==> config.mk <==
export PLATFORM = sky130hd
export DESIGN_NAME = status_led_pattern_sequencer
export DESIGN_NICKNAME = d
export VERILOG_FILES = /design/src/rtl/core/slps_pkg.sv /design/src/rtl/core/slps_next.sv /design/src/rtl/core/status_led_pattern_sequencer.sv
export SDC_FILE = /design/constraint.sdc
export NUM_CORES = 1
export LEC_CHECK = 0
export ABC_AREA = 1
export BUFFER_PORTS_ARGS = -buffer_cell sky130_fd_sc_hd__clkbuf_2
export CORE_ASPECT_RATIO = 1.75
export CORE_MARGIN = 1.5
export CORE_UTILIZATION = 55
export DETAILED_ROUTE_END_ITERATION = 16
export PLACE_DENSITY = 0.77
export SLEW_MARGIN = 20
export SYNTH_ARGS = -nofsm -noshare
export SYNTH_HDL_FRONTEND = slang
export SYNTH_SLANG_ARGS = --single-unit
==> constraint.sdc <==
create_clock -name clk -period 6 [get_ports clk]
set_input_delay 1.2 -clock clk [delete_from_list [all_inputs] [get_ports clk]]
set_output_delay 1.2 -clock clk [all_outputs]
set_load 0.05 [all_outputs]
==> src/rtl/core/slps_pkg.sv <==
// Shared types, codes and constants of the status LED pattern sequencer.
`timescale 1ns / 1ps
`default_nettype none
package slps_pkg;
	localparam int DUTY_BITS_DEF = 8;

	typedef logic [2:0] ovl_t;
	localparam ovl_t OVL_NONE  = 3'd0;
	localparam ovl_t OVL_BOOT  = 3'd1;
	localparam ovl_t OVL_ERR   = 3'd2;
	localparam ovl_t OVL_BAT   = 3'd3;
	localparam ovl_t OVL_MEAS  = 3'd4;
	localparam ovl_t OVL_PREP  = 3'd5;

	typedef logic [3:0] req_t;
	localparam req_t REQ_TICK   = 4'd0;
	localparam req_t REQ_BOOT   = 4'd1;
	localparam req_t REQ_ERR    = 4'd2;
	localparam req_t REQ_BAT    = 4'd3;
	localparam req_t REQ_MEAS   = 4'd4;
	localparam req_t REQ_COMM   = 4'd5;
	localparam req_t REQ_SENSOR = 4'd6;
	localparam req_t REQ_PREP   = 4'd7;
	localparam req_t REQ_RESET  = 4'd8;

	typedef logic [2:0] cfg_idx_t;
	localparam cfg_idx_t CFG_BOOT_CNT   = 3'd0;
	localparam cfg_idx_t CFG_BOOT_ON    = 3'd1;
	localparam cfg_idx_t CFG_BOOT_OFF   = 3'd2;
	localparam cfg_idx_t CFG_ERR_TOTAL  = 3'd3;
	localparam cfg_idx_t CFG_ERR_STEP   = 3'd4;
	localparam cfg_idx_t CFG_COMM_HALF  = 3'd5;
	localparam cfg_idx_t CFG_SENSOR_ON  = 3'd6;
	localparam cfg_idx_t CFG_SENSOR_OFF = 3'd7;

	localparam logic [15:0] MEAS_ON_MS     = 16'd10;
	localparam logic [15:0] BAT_PULSE_MS   = 16'd100;
	localparam logic [15:0] BAT_FULL_ON_MS = 16'd5000;
	localparam logic [15:0] BAT_SEG_MS     = 16'd1000;
	localparam logic [3:0]  BAT_MAX_SEG    = 4'd9;
	localparam logic [6:0]  PCT_MAX        = 7'd100;
	localparam int          PREP_DIR_MS    = 300;
	// level / 10 as (level * 205) >> 11, exact for levels up to 100
	localparam logic [7:0]  DIV10_MUL      = 8'd205;

	typedef struct packed {
		logic [3:0]  boot_cnt;
		logic [15:0] boot_on;
		logic [15:0] boot_off;
		logic [15:0] err_total;
		logic [7:0]  err_step;
		logic [15:0] comm_half;
		logic [15:0] sensor_on;
		logic [15:0] sensor_off;
	} cfg_t;

	localparam cfg_t CFG_RESET = '{
		boot_cnt: 4'd3, boot_on: 16'd1000, boot_off: 16'd100,
		err_total: 16'd60000, err_step: 8'd20, comm_half: 16'd250,
		sensor_on: 16'd2000, sensor_off: 16'd1000
	};

	typedef struct packed {
		ovl_t        overlay;
		logic        comm;
		logic        sensor;
		logic [6:0]  bat_level;
		logic [31:0] prep_total;
		logic [2:0]  phase;
		logic [15:0] pticks;
		logic [31:0] elapsed;
		logic [8:0]  dir;
		logic [3:0]  rep;
		logic        fade_down;
	} pat_t;
endpackage
`default_nettype wire

==> src/rtl/core/slps_next.sv <==
// Next-state and duty logic for one item of the LED pattern sequencer.
`timescale 1ns / 1ps
`default_nettype none
module slps_next #(
	parameter int DUTY_BITS = slps_pkg::DUTY_BITS_DEF
) (
	input  wire slps_pkg::pat_t  cur,
	input  wire [DUTY_BITS-1:0]  lvl_cur,
	input  wire slps_pkg::cfg_t  cfg,
	input  wire slps_pkg::req_t  req,
	input  wire [7:0]            pct,
	input  wire                  flag,
	input  wire [31:0]           dur,
	output slps_pkg::pat_t       nxt,
	output logic [DUTY_BITS-1:0] lvl_nxt,
	output logic [7:0]           duty,
	output logic                 err_done
);
	localparam logic [DUTY_BITS-1:0] DMAX = '1;
	localparam int STEPS   = 1 << DUTY_BITS;
	localparam int PD_BASE = slps_pkg::PREP_DIR_MS / STEPS;
	localparam int PD_REM  = slps_pkg::PREP_DIR_MS % STEPS;

	function automatic logic [15:0] bg_len(input logic sensor, input logic comm,
		input logic ph, input slps_pkg::cfg_t c);
		if (sensor)
			return ph ? c.sensor_off : c.sensor_on;
		else if (comm)
			return c.comm_half;
		else
			return 16'd0;
	endfunction

	function automatic logic bg_live(input logic sensor, input logic comm,
		input slps_pkg::cfg_t c);
		return (bg_len(sensor, comm, 1'b0, c) | bg_len(sensor, comm, 1'b1, c)) != 16'd0;
	endfunction

	slps_pkg::pat_t st;
	logic [DUTY_BITS-1:0] lvl, idx;
	logic [DUTY_BITS-1:0] dv;
	logic do_settle, end_ovl, end2;
	logic [16:0] pt_inc;
	logic [32:0] el_inc;
	logic [8:0]  dir_inc;
	logic [15:0] seg_cur;
	logic [14:0] prod;
	logic [3:0]  segs;
	logic [9:0]  dstep;
	logic        at_edge;

	always_comb begin
		prod = 15'(cur.bat_level) * 15'(slps_pkg::DIV10_MUL);
		segs = (prod[14:11] > slps_pkg::BAT_MAX_SEG) ? slps_pkg::BAT_MAX_SEG : prod[14:11];
		idx  = cur.fade_down ? DMAX - lvl_cur : lvl_cur;
		dstep = 10'(PD_BASE) + ((32'(idx) < PD_REM) ? 10'd1 : 10'd0);
		if (dstep == 10'd0)
			dstep = 10'd1;
		pt_inc  = {1'b0, cur.pticks} + 17'd1;
		el_inc  = {1'b0, cur.elapsed} + 33'd1;
		dir_inc = cur.dir + 9'd1;
		at_edge = lvl_cur == (cur.fade_down ? '0 : DMAX);

		// length of the current phase for tick-driven overlays and background
		unique case (cur.overlay)
			slps_pkg::OVL_BOOT:
				seg_cur = (cur.rep >= cfg.boot_cnt) ? 16'd0 :
					(cur.phase == 3'd0 ? cfg.boot_on : cfg.boot_off);
			slps_pkg::OVL_BAT: begin
				if (cur.phase == 3'd2)
					seg_cur = (cur.bat_level >= slps_pkg::PCT_MAX) ?
						slps_pkg::BAT_FULL_ON_MS : slps_pkg::BAT_SEG_MS;
				else if (cur.phase == 3'd3 || cur.phase == 3'd4)
					seg_cur = slps_pkg::BAT_SEG_MS;
				else
					seg_cur = slps_pkg::BAT_PULSE_MS;
			end
			slps_pkg::OVL_MEAS:
				seg_cur = (cur.phase == 3'd0) ? slps_pkg::MEAS_ON_MS : 16'd0;
			default:
				seg_cur = bg_len(cur.sensor, cur.comm, cur.phase[0], cfg);
		endcase

		st = cur;
		lvl = lvl_cur;
		do_settle = 1'b0;
		end_ovl = 1'b0;
		end2 = 1'b0;
		err_done = 1'b0;

		case (req)
			slps_pkg::REQ_TICK: begin
				unique case (cur.overlay)
					slps_pkg::OVL_ERR: begin
						st.elapsed = el_inc[31:0];
						st.pticks = pt_inc[15:0];
						if (el_inc >= {17'd0, cfg.err_total}) begin
							err_done = 1'b1;
							end_ovl = 1'b1;
							do_settle = 1'b1;
						end else if (pt_inc >= {9'd0, cfg.err_step}) begin
							st.pticks = 16'd0;
							if (!cur.fade_down) begin
								if (lvl_cur == DMAX) st.fade_down = 1'b1;
								else lvl = lvl_cur + 1'b1;
							end else begin
								if (lvl_cur == '0) st.fade_down = 1'b0;
								else lvl = lvl_cur - 1'b1;
							end
						end
					end
					slps_pkg::OVL_PREP: begin
						st.elapsed = el_inc[31:0];
						st.dir = dir_inc;
						st.pticks = pt_inc[15:0];
						if (el_inc >= {1'b0, cur.prep_total}) begin
							end_ovl = 1'b1;
							do_settle = 1'b1;
						end else if (pt_inc >= 17'(dstep) ||
							dir_inc >= 9'(slps_pkg::PREP_DIR_MS)) begin
							st.pticks = 16'd0;
							if (dir_inc >= 9'(slps_pkg::PREP_DIR_MS) || at_edge) begin
								st.dir = 9'd0;
								st.fade_down = !cur.fade_down;
								lvl = cur.fade_down ? '0 : DMAX;
							end else if (cur.fade_down)
								lvl = lvl_cur - 1'b1;
							else
								lvl = lvl_cur + 1'b1;
						end
					end
					default: begin
						if (cur.overlay != slps_pkg::OVL_NONE ||
							bg_live(cur.sensor, cur.comm, cfg)) begin
							st.pticks = pt_inc[15:0];
							if (pt_inc >= {1'b0, seg_cur}) begin
								st.pticks = 16'd0;
								do_settle = 1'b1;
								unique case (cur.overlay)
									slps_pkg::OVL_BOOT: begin
										if (cur.rep >= cfg.boot_cnt)
											end_ovl = 1'b1;
										else if (cur.phase == 3'd0)
											st.phase = 3'd1;
										else begin
											st.phase = 3'd0;
											st.rep = cur.rep + 4'd1;
										end
									end
									slps_pkg::OVL_BAT: begin
										unique case (cur.phase)
											3'd0: st.phase = 3'd1;
											3'd1: begin
												st.rep = 4'd0;
												st.phase = (cur.bat_level >= slps_pkg::PCT_MAX ||
													segs != 4'd0) ? 3'd2 : 3'd4;
											end
											3'd2: st.phase = 3'd3;
											3'd3: begin
												if (cur.bat_level >= slps_pkg::PCT_MAX)
													st.phase = 3'd5;
												else begin
													st.rep = cur.rep + 4'd1;
													st.phase = (st.rep >= segs) ? 3'd5 : 3'd2;
												end
											end
											3'd4: st.phase = 3'd5;
											3'd5: st.phase = 3'd6;
											default: end_ovl = 1'b1;
										endcase
									end
									slps_pkg::OVL_MEAS: begin
										if (cur.phase == 3'd0) st.phase = 3'd1;
										else end_ovl = 1'b1;
									end
									default: st.phase = (cur.phase == 3'd0) ? 3'd1 : 3'd0;
								endcase
							end
						end
					end
				endcase
			end
			slps_pkg::REQ_BOOT:   begin st.overlay = slps_pkg::OVL_BOOT; do_settle = 1'b1; end
			slps_pkg::REQ_ERR:    begin st.overlay = slps_pkg::OVL_ERR;  do_settle = 1'b1; end
			slps_pkg::REQ_BAT: begin
				st.bat_level = (pct > 8'(slps_pkg::PCT_MAX)) ? slps_pkg::PCT_MAX : pct[6:0];
				st.overlay = slps_pkg::OVL_BAT;
				do_settle = 1'b1;
			end
			slps_pkg::REQ_MEAS:   begin st.overlay = slps_pkg::OVL_MEAS; do_settle = 1'b1; end
			slps_pkg::REQ_COMM:   begin st.comm = flag; do_settle = 1'b1; end
			slps_pkg::REQ_SENSOR: begin st.sensor = flag; do_settle = 1'b1; end
			slps_pkg::REQ_PREP: begin
				if (dur != 32'd0) begin
					st.prep_total = dur;
					st.overlay = slps_pkg::OVL_PREP;
					do_settle = 1'b1;
				end
			end
			slps_pkg::REQ_RESET: begin
				st.comm = 1'b0;
				st.sensor = 1'b0;
				st.overlay = slps_pkg::OVL_NONE;
				st.bat_level = 7'd0;
				st.prep_total = 32'd0;
				do_settle = 1'b1;
			end
			default: ;
		endcase

		// commands restart the pattern from its start
		if (req != slps_pkg::REQ_TICK && do_settle) begin
			st.phase = 3'd0; st.pticks = 16'd0; st.elapsed = 32'd0; st.dir = 9'd0;
			st.rep = 4'd0; st.fade_down = 1'b0; lvl = '0;
		end

		if (end_ovl) begin
			if (st.overlay == slps_pkg::OVL_PREP) st.prep_total = 32'd0;
			st.overlay = slps_pkg::OVL_NONE;
			st.phase = 3'd0; st.pticks = 16'd0; st.elapsed = 32'd0; st.dir = 9'd0;
			st.rep = 4'd0; st.fade_down = 1'b0; lvl = '0;
		end

		// skip phases of zero length
		if (do_settle) begin
			unique case (st.overlay)
				slps_pkg::OVL_ERR:
					if (cfg.err_total == 16'd0 || cfg.err_step == 8'd0) begin
						err_done = 1'b1;
						end2 = 1'b1;
					end
				slps_pkg::OVL_PREP:
					end2 = st.prep_total == 32'd0;
				slps_pkg::OVL_BOOT: begin
					if (st.rep >= cfg.boot_cnt ||
						(cfg.boot_on == 16'd0 && cfg.boot_off == 16'd0))
						end2 = 1'b1;
					else if (st.phase == 3'd0) begin
						if (cfg.boot_on == 16'd0) st.phase = 3'd1;
					end else if (cfg.boot_off == 16'd0) begin
						if ({1'b0, st.rep} + 5'd1 >= {1'b0, cfg.boot_cnt})
							end2 = 1'b1;
						else begin
							st.phase = 3'd0;
							st.rep = st.rep + 4'd1;
						end
					end
				end
				slps_pkg::OVL_MEAS:
					end2 = st.phase != 3'd0;
				default: ;
			endcase
			if (end2) begin
				if (st.overlay == slps_pkg::OVL_PREP) st.prep_total = 32'd0;
				st.overlay = slps_pkg::OVL_NONE;
				st.phase = 3'd0; st.pticks = 16'd0; st.elapsed = 32'd0; st.dir = 9'd0;
				st.rep = 4'd0; st.fade_down = 1'b0; lvl = '0;
			end
			if (st.overlay == slps_pkg::OVL_NONE && bg_live(st.sensor, st.comm, cfg) &&
				bg_len(st.sensor, st.comm, st.phase[0], cfg) == 16'd0)
				st.phase = (st.phase == 3'd0) ? 3'd1 : 3'd0;
		end

		unique case (st.overlay)
			slps_pkg::OVL_BOOT, slps_pkg::OVL_MEAS:
				dv = (st.phase == 3'd0) ? DMAX : '0;
			slps_pkg::OVL_ERR, slps_pkg::OVL_PREP:
				dv = lvl;
			slps_pkg::OVL_BAT:
				dv = (st.phase == 3'd0 || st.phase == 3'd2 || st.phase == 3'd5) ? DMAX : '0;
			default:
				dv = (bg_live(st.sensor, st.comm, cfg) && st.phase == 3'd0) ? DMAX : '0;
		endcase

		nxt = st;
		lvl_nxt = lvl;
		duty = 8'(dv);
	end
endmodule
`default_nettype wire

==> src/rtl/core/status_led_pattern_sequencer.sv <==
// Top level of the status LED pattern sequencer: channels, state and config registers.
`timescale 1ns / 1ps
`default_nettype none
// Usage:
//  s_* carries one item per transfer: a 1 ms tick or a command (boot, error
//  fade, battery, measure, comm/sensor flag, prep fade, reset).
//  m_* returns exactly one result item per input item: the LED duty after
//  that item, the active overlay and an error-fade completion flag.
//  cfg_* writes the eight timing registers; write only while no item is
//  in flight. New values apply from the next tick.
// Timing: the pattern state and the output register both load at the
//  accepting edge, so the result of each item is registered.
// Throughput: one item per cycle unless a held result stalls the input; the
//  next-state logic is a single pass between the state registers and the output register.
// Reset: arst_n clears the pattern state (no overlay, flags off, duty 0)
//  and loads the default timing registers.
// Stall: s_tready drops only while a result is held and m_tready is low;
//  the held result and the state stay put until it is taken.
module status_led_pattern_sequencer #(
	parameter int DUTY_BITS = slps_pkg::DUTY_BITS_DEF
) (
	input  wire         clk,
	input  wire         arst_n,
	input  wire         s_tvalid,
	output logic        s_tready,
	// [3:0] req_type, [11:4] battery_percent, [12] active_flag,
	// [44:13] duration_ms, [47:45] zero
	input  wire  [47:0] s_tdata,
	output logic        m_tvalid,
	input  wire         m_tready,
	// [7:0] duty, [10:8] overlay_code, [11] error_done, [15:12] zero
	output logic [15:0] m_tdata,
	input  wire         cfg_wr_en,
	input  wire  [2:0]  cfg_idx,
	input  wire  [15:0] cfg_wdata
);
	slps_pkg::pat_t pat_q, pat_nxt;
	logic [DUTY_BITS-1:0] lvl_q, lvl_nxt;
	slps_pkg::cfg_t cfg_q;
	logic [7:0] duty_nxt;
	logic err_nxt;
	logic in_acc;

	assign s_tready = !m_tvalid || m_tready;
	assign in_acc = s_tvalid && s_tready;

	slps_next #(.DUTY_BITS(DUTY_BITS)) u_next (
		.cur(pat_q),
		.lvl_cur(lvl_q),
		.cfg(cfg_q),
		.req(s_tdata[3:0]),
		.pct(s_tdata[11:4]),
		.flag(s_tdata[12]),
		.dur(s_tdata[44:13]),
		.nxt(pat_nxt),
		.lvl_nxt(lvl_nxt),
		.duty(duty_nxt),
		.err_done(err_nxt)
	);

	// pattern state advances only on accepted items
	always_ff @(posedge clk or negedge arst_n) begin
		if (!arst_n) begin
			pat_q <= '0;
			lvl_q <= '0;
		end else if (in_acc) begin
			pat_q <= pat_nxt;
			lvl_q <= lvl_nxt;
		end
	end

	always_ff @(posedge clk or negedge arst_n) begin
		if (!arst_n) begin
			cfg_q <= slps_pkg::CFG_RESET;
		end else if (cfg_wr_en) begin
			unique case (cfg_idx)
				slps_pkg::CFG_BOOT_CNT:   cfg_q.boot_cnt <= cfg_wdata[3:0];
				slps_pkg::CFG_BOOT_ON:    cfg_q.boot_on <= cfg_wdata;
				slps_pkg::CFG_BOOT_OFF:   cfg_q.boot_off <= cfg_wdata;
				slps_pkg::CFG_ERR_TOTAL:  cfg_q.err_total <= cfg_wdata;
				slps_pkg::CFG_ERR_STEP:   cfg_q.err_step <= cfg_wdata[7:0];
				slps_pkg::CFG_COMM_HALF:  cfg_q.comm_half <= cfg_wdata;
				slps_pkg::CFG_SENSOR_ON:  cfg_q.sensor_on <= cfg_wdata;
				slps_pkg::CFG_SENSOR_OFF: cfg_q.sensor_off <= cfg_wdata;
				default: ;
			endcase
		end
	end

	// output register
	always_ff @(posedge clk or negedge arst_n) begin
		if (!arst_n) begin
			m_tvalid <= 1'b0;
		end else if (in_acc) begin
			m_tvalid <= 1'b1;
		end else if (m_tready) begin
			m_tvalid <= 1'b0;
		end
	end

	always_ff @(posedge clk) begin
		if (in_acc) begin
			m_tdata <= {4'd0, err_nxt, pat_nxt.overlay, duty_nxt};
		end
	end
endmodule
`default_nettype wire
==> results of run 1 <==
-- state kept, by name (all words and copies together), names as in the netlist --
| name | cells |
|---|---|
| pat_q | 109 |
| cfg_q | 108 |
| m_tdata | 12 |
| lvl_q | 8 |
| m_tvalid | 1 |
-- worst max-delay path, delay by kind of cell (launching register included) --
kind / cells / cell delay (ns)
compound gates: 6 / 1.11
simple gates: 17 / 2.00
fa+ha+maj: 6 / 1.78
buf+inv: 11 / 1.07
flops: 1 / 0.43
-- final timing paths --
path                       cells after the start  startpoint   endpoint  slack [ns]
max reg2reg                                   40   pat_q[99]  pat_q[61]       -0.46
max                                           40   pat_q[99]  pat_q[61]       -0.46
min in group asynchronous                      1      arst_n  pat_q[85]        0.68
max in group asynchronous                      2      arst_n  cfg_q[80]        3.96
min                                            2   cfg_q[54]  cfg_q[54]        0.49
min reg2reg                                    2   cfg_q[54]  cfg_q[54]        0.49
-- power by group through the flow --
stage / combinational (mW) / sequential (mW) / clock (mW)
final: 4.96 / 2.15 / 1.60
after global routing: 5.38 / 2.18 / 1.66
after CTS: 4.22 / 2.14 / 1.60
after detailed placement: 3.88 / 2.16 / 0
after global placement: 3.74 / 2.15 / 0
after floorplan: 2.43 / 2.16 / 0
-- per-stage QoR --
stage / setup TNS, ns / cell area (um2) / utilization, %
5_1_grt: -48.02 / 23710 / 70.04
3_5_place_dp: -26.82 / 21280 / 62.85
3_3_place_gp: -17.47 / 21280 / 62.85
4_1_cts: -3.993 / 22490 / 66.45
2_1_floorplan: 0 / 19020 / -
6_report: -26.34 / 23710 / 70.04
-- Yosys cell counts (all sizes together) (6+ instances only) --
cell type | instances | area [um2]
nor3 | 35 | 221.5
buf | 17 | 107.6
o31ai | 9 | 67.56
clkinv | 7 | 26.28
clkbuf | 74 | 279.0
a21oi | 103 | 519.3
o211ai | 18 | 135.1
o41ai | 11 | 96.34
edfxtp | 12 | 360.4
o2111ai | 11 | 96.34
nand2 | 622 | 2422
nor2 | 230 | 994.7
fa | 8 | 160.2
xnor2 | 6 | 52.55
xor2 | 43 | 376.6
or2 | 10 | 62.56
nand3b | 9 | 75.07
o21ai | 292 | 1473
o22ai | 83 | 519.3
nand4 | 53 | 344.1
ha | 138 | 1727
nand3 | 157 | 890.9
inv | 425 | 1600
dfrtp | 188 | 4705
dfstp | 38 | 998.5
o32ai | 6 | 52.55
nor4 | 24 | 156.4
-- layout by cell type (no fill, tap or decap), types with 42 or more instances in the layout --
cell type	instances
a21oi_1	83
buf_4	219
clkbuf_2	81
dfrtp_1	186
ha_1	118
inv_1	382
nand2_1	571
nand3_1	131
nand4_1	51
nor2_1	187
o21ai_0	258
o22ai_1	45
xor2_1	42
-- logic make-up (layout without fill, tap and decap cells) --
family	Yosys count	in the layout	synth area share, %
and+or+nand+nor	1146	1146	27.45
adders and majority gates	146	146	9.945
AOI/OAI and AO/OA	582	582	17.70
muxes	1	1	0.05276
buffers and inverters	523	811	10.61
xor gates and xnor gates	49	49	2.262
DFF	238	238	31.96
other	1	4	0.01976
-- area by class of cell --
class                      count  area (um2)
clock buffer                  32       734.5
clock inverter                13       91.34
fill                        2826       10140
inverter                     432        1647
multi-input combinational   1928       12040
sequential                   238        6066
tap                          455       569.3
timing repair buffer         334        2565
-- timing repair --
item,4_1_cts,5_1_grt
pin swaps,30,76
gates resized for setup,61,217
hold buffers,0,0
buffers inserted,12,26
gates cloned,0,5
setup endpoints to repair,83,85
-- layer usage --
layer | global-route usage [%] | vias up
li1 | - | 9491
met1 | 35.66 | 9544
met2 | 63.93 | 909
met3 | 5.267 | 388
met4 | 33.53 | 0
met5 | 0 | -
==> flow_summary.ini, run 1 <==
[detailed_routing]
wl_met1_um = 22400
drt_iter0_markers = 1355
drtPass1Iterations = 6
top_layer_used = met4
wl_met3_um = 4314
post_drt_wl_per_cell_um = 19.63
vias_per_cell = 5.924
ant_nets = 0
drc = 0
vias = 20330
wl_met2_um = 33070
wirelength_um = 67370

[die]
dieArea_mm2 = 0.03566
die_h_um = 248.7
die_w_um = 143.4
start_util_pct = 56.05
rows = 89
io_pins = 90
core_area_mm2 = 0.03385

[worst_setup_path]
cp_max_fo = 5
arrival_ns = 6.93
worstSetupEndpointType = flip-flop
cp-start-kind = flip-flop
crit_path_max_incr_delay_ns = 0.61
path_class = reg2reg
cp_slowest_cell = fa_2
cp_data_required_time_ns = 6.47

[timing]
rsz0062_at_grt = true
post-route-period-util_pct = 107.7
postLayoutSetupSlackWorst_ns = -0.4634
fin_skew_ns = 0.01709
finalHoldViolCount = 0
setup_violations = 72
slew_headroom_pct = 21.89
final_max_slew_viol_count = 0
finalCriticalPeriod_ns = 6.463
tightest_slew_ns = 1.172
fmaxAchievable_mhz = 154.7
whs_ns = 0.4872

[outcome]
violations = negative setup slack
outcome = finished, violations left

[global_route]
globalRouteTotalUtil_pct = 36.28
grt_first_pass_wirelength_um = 101300
overflow = 0
antenna_found_initial = 1
grt_pass1_vias = 20200
grt_max_degree = 122

[layout]
nets = 3177
diodes = 0
layout-drive-gt1-share_pct = 24.19
fin_cells = 3432
syn2layout_area_growth_pct = 24.97

[synthesis]
ys_types = 71
synth-edff-count = 12
ys.flop_type = dfrtp_1
synthArstFlopShare_pct = 94.96
ys_seq_area_share_pct = 31.96
avgSynthCellArea_um2 = 7.064
synthCells = 2686
yosysWarnings = 0
synth_area_mm2 = 0.01897
ys_ff_latch = 238

[clock_tree]
h-tree-depth = 1
cts.sinks = 238
clockBufferDepth = 3
worstSkewPairLatency_ns = 0.56
cts_buffers = 25
cts_tree = yes
cts.clk_slew.worst_paths_ns = 0.07
cts-root-buf = clkbuf_16

[pwr]
comb_power_share_pct = 56.9
swShare_pct = 44.40
power_frac_seq_pct = 24.7
peakVddDrop_mv = 0.4125
cellPowerDensity_mw_per_mm2 = 367.3
power.total_mw = 8.710
clockPowerShare_pct = 18.4
internal-power_mw = 4.843
leakage_nw = 11.70
p_switching_mw = 3.867

[placed_design]
routabilityCongestion = 1.045
port-buffer-count = 82
dpl.hpwl_um = 49390
pre_cts_ws_ns = -0.5606
dp.cells = 3345

[run]
drv_cap = 0

[min_path]
hold_path.class = reg2reg
Note: power is estimated with default switching activity, not from simulation.
==> run 2: changes to the inputs <==
--- a/config.mk
+++ b/config.mk
@@ -7,7 +7,7 @@
 export LEC_CHECK = 0
 export ABC_AREA = 1
 export BUFFER_PORTS_ARGS = -buffer_cell sky130_fd_sc_hd__clkbuf_2
-export CORE_ASPECT_RATIO = 1.75
+export CORE_ASPECT_RATIO = 1.2
 export CORE_MARGIN = 1.5
 export CORE_UTILIZATION = 55
 export DETAILED_ROUTE_END_ITERATION = 16
==> constraint.sdc (replaced) <==
create_clock -name clk -period 6 [get_ports clk]
set_input_delay 0.6 -clock clk [delete_from_list [all_inputs] [get_ports clk]]
set_output_delay 0.6 -clock clk [all_outputs]
set_load 0.05 [all_outputs]
==> run 2 against run 1 <==
Compared with the run above: the flow still finishes with violations (negative setup slack); total power decreased by 1.7%; register-to-register slack gained 0.18 ns; clock skew hardly changed; non-clock buffer count fell by 61; sequential share of layout area grew 0.52 points; largest power group unchanged; via count down 3.0%; largest cell class unchanged; critical endpoint is now m_tdata[4]; setup slack gained 0.18 ns; cell count shrank 1.7%.
==> flow_summary.ini, run 2 (same netlist as run 1, synthesis figures left out) <==
[outcome]
outcome = finished, violations left
violations = negative setup slack

[pwr]
peakVddDrop_mv = 0.2832
power.total_mw = 8.560
leakage_nw = 11.41
cellPowerDensity_mw_per_mm2 = 368.3

[clock_tree]
cts-root-buf = clkbuf_16
cts.sinks = 238
cts_buffers = 26
worstSkewPairLatency_ns = 0.58
cts.clk_slew.worst_paths_ns = 0.06
h-tree-depth = 1
clockBufferDepth = 3
cts_tree = yes

[worst_setup_path]
startpoint = cfg_q[105]
r2r_end = m_tdata[4]
r2r_slack_ns = -0.28
cp.depth = 44
regToRegStartpoint = cfg_q[105]
crit_path_max_incr_delay_ns = 0.54
reg2reg_depth = 44
cp_data_required_time_ns = 6.31
cp_slowest_cell = dfstp_2
arrival_ns = 6.59
path_class = reg2reg
cp_max_fo = 8
path_delay_family = simple AND/OR/NAND/NOR gates
path_buf_inv = 8
cp-start-kind = flip-flop
critPathCapture = m_tdata[4]
worstSetupEndpointType = flip-flop

[timing]
finalHoldViolCount = 0
post-route-period-util_pct = 104.7
fin_skew_ns = 0.01695
finalCriticalPeriod_ns = 6.282
fmaxAchievable_mhz = 159.2
postLayoutSetupSlackWorst_ns = -0.2818
setup_violations = 67
slew_headroom_pct = 35.54
rsz0062_at_grt = true
final_max_slew_viol_count = 0
tightest_slew_ns = 0.9581

[detailed_routing]
wirelength_um = 61670
drt_iter0_markers = 1734
vias_per_cell = 5.843
vias = 19720
post_drt_wl_per_cell_um = 18.27
ant_nets = 0
drtPass1Iterations = 6
drc = 0

[layout]
reg_top3 = pat_q (109), cfg_q (108), m_tdata (12)
layout-drive-gt1-share_pct = 22.30
regMostFlops = pat_q
nets = 3117
largest_reg_flops = 109
layout_commonest_cell = nand2_1
syn2layout_area_growth_pct = 22.49
diodes = 0
final_cell_mix = 577 x nand2_1, 381 x inv_1, 266 x o21ai_0

[die]
io_pins = 90
die_w_um = 172.6
rows = 74
dieArea_mm2 = 0.03562
start_util_pct = 55.84
core_area_mm2 = 0.03398
die_h_um = 206.5

[global_route]
antenna_found_initial = 0
globalRouteTotalUtil_pct = 33.34
grt_max_degree = 121
overflow = 0
grt_first_pass_wirelength_um = 96020
grt_pass1_vias = 18860

[min_path]
hold_path.class = in2async

[placed_design]
port-buffer-count = 82
dpl.hpwl_um = 44650
pre_cts_ws_ns = -0.4074
routabilityCongestion = 0.9590

[run]
drv_cap = 0
## run 2: cell count changes in the layout (fill, tap and decap cells not counted), sizes merged
cell / change
buf: -59
bufinv: +4
clkbuf: -5
clkinv: +4
inv: -2
## run 2: what timing repair did
item / CTS / global route
setup endpoints to repair: 79 / 85
buffers inserted: 21 / 12
pin swaps: 48 / 79
hold buffers: 0 / 0
gates cloned: 1 / 4
resized for setup: 88 / 160
## run 2: how the worst min path moves through the flow
stage / slack (ns) / to / startpoint
2_1_floorplan: 0.30 / cfg_q[0] / arst_n
3_3_place_gp: 0.47 / cfg_q[68] / cfg_q[68]
3_5_place_dp: 0.47 / cfg_q[54] / cfg_q[54]
4_1_cts: 0.12 / pat_q[85] / arst_n
5_1_grt: 0.14 / pat_q[85] / arst_n
6_report: 0.05 / pat_q[83] / arst_n
## run 2: routing by layer
layer / global-route usage, % / routed length (um)
met4: 15.88 / 3251
met2: 57.83 / 29250
met5: 0 / 0
met3: 3.826 / 4300
met1: 41.57 / 24870
## run 2: worst register-to-register path: cells and delay by family, from the launching register on
family,cells,cell delay (ns)
AO/OA/AOI/OAI,11,1.54
adder cells (fa/ha/maj),3,0.79
buffers and inverters,8,0.70
flip-flops,1,0.54
AND/OR/NAND/NOR,22,2.44
## run 2: cell type report
| cell class | instances | area, um2 |
|---|---|---|
| fill | 2856 | 10740 |
| inverter | 432 | 1648 |
| tap | 456 | 570.5 |
| timing repair buffer | 273 | 2086 |
| clock buffer | 29 | 691.9 |
| multi-input combinational | 1928 | 11950 |
| sequential | 238 | 6067 |
| clock inverter | 19 | 229.0 |
## run 2: power by group
group / total (mW) / internal (mW) / switching (mW)
sequential: 2.13 / 1.93 / 0.199
clock: 1.76 / 1.01 / 0.749
combinational: 4.67 / 1.93 / 2.75
## run 2: stage by stage
stage	TNS (ns)	hold slack, ns	instances	cell area, um2	util [%]
floorplan	0	0.3044	2689	19020	-
global placement	-4.110	0.4678	3291	20890	61.47
detailed placement	-13.79	0.4740	3291	20890	61.47
CTS	-0.7735	0.1173	3361	22370	65.83
global route	-32.99	0.1363	3375	23240	68.39
finish	-12.90	0.05311	3375	23240	68.39
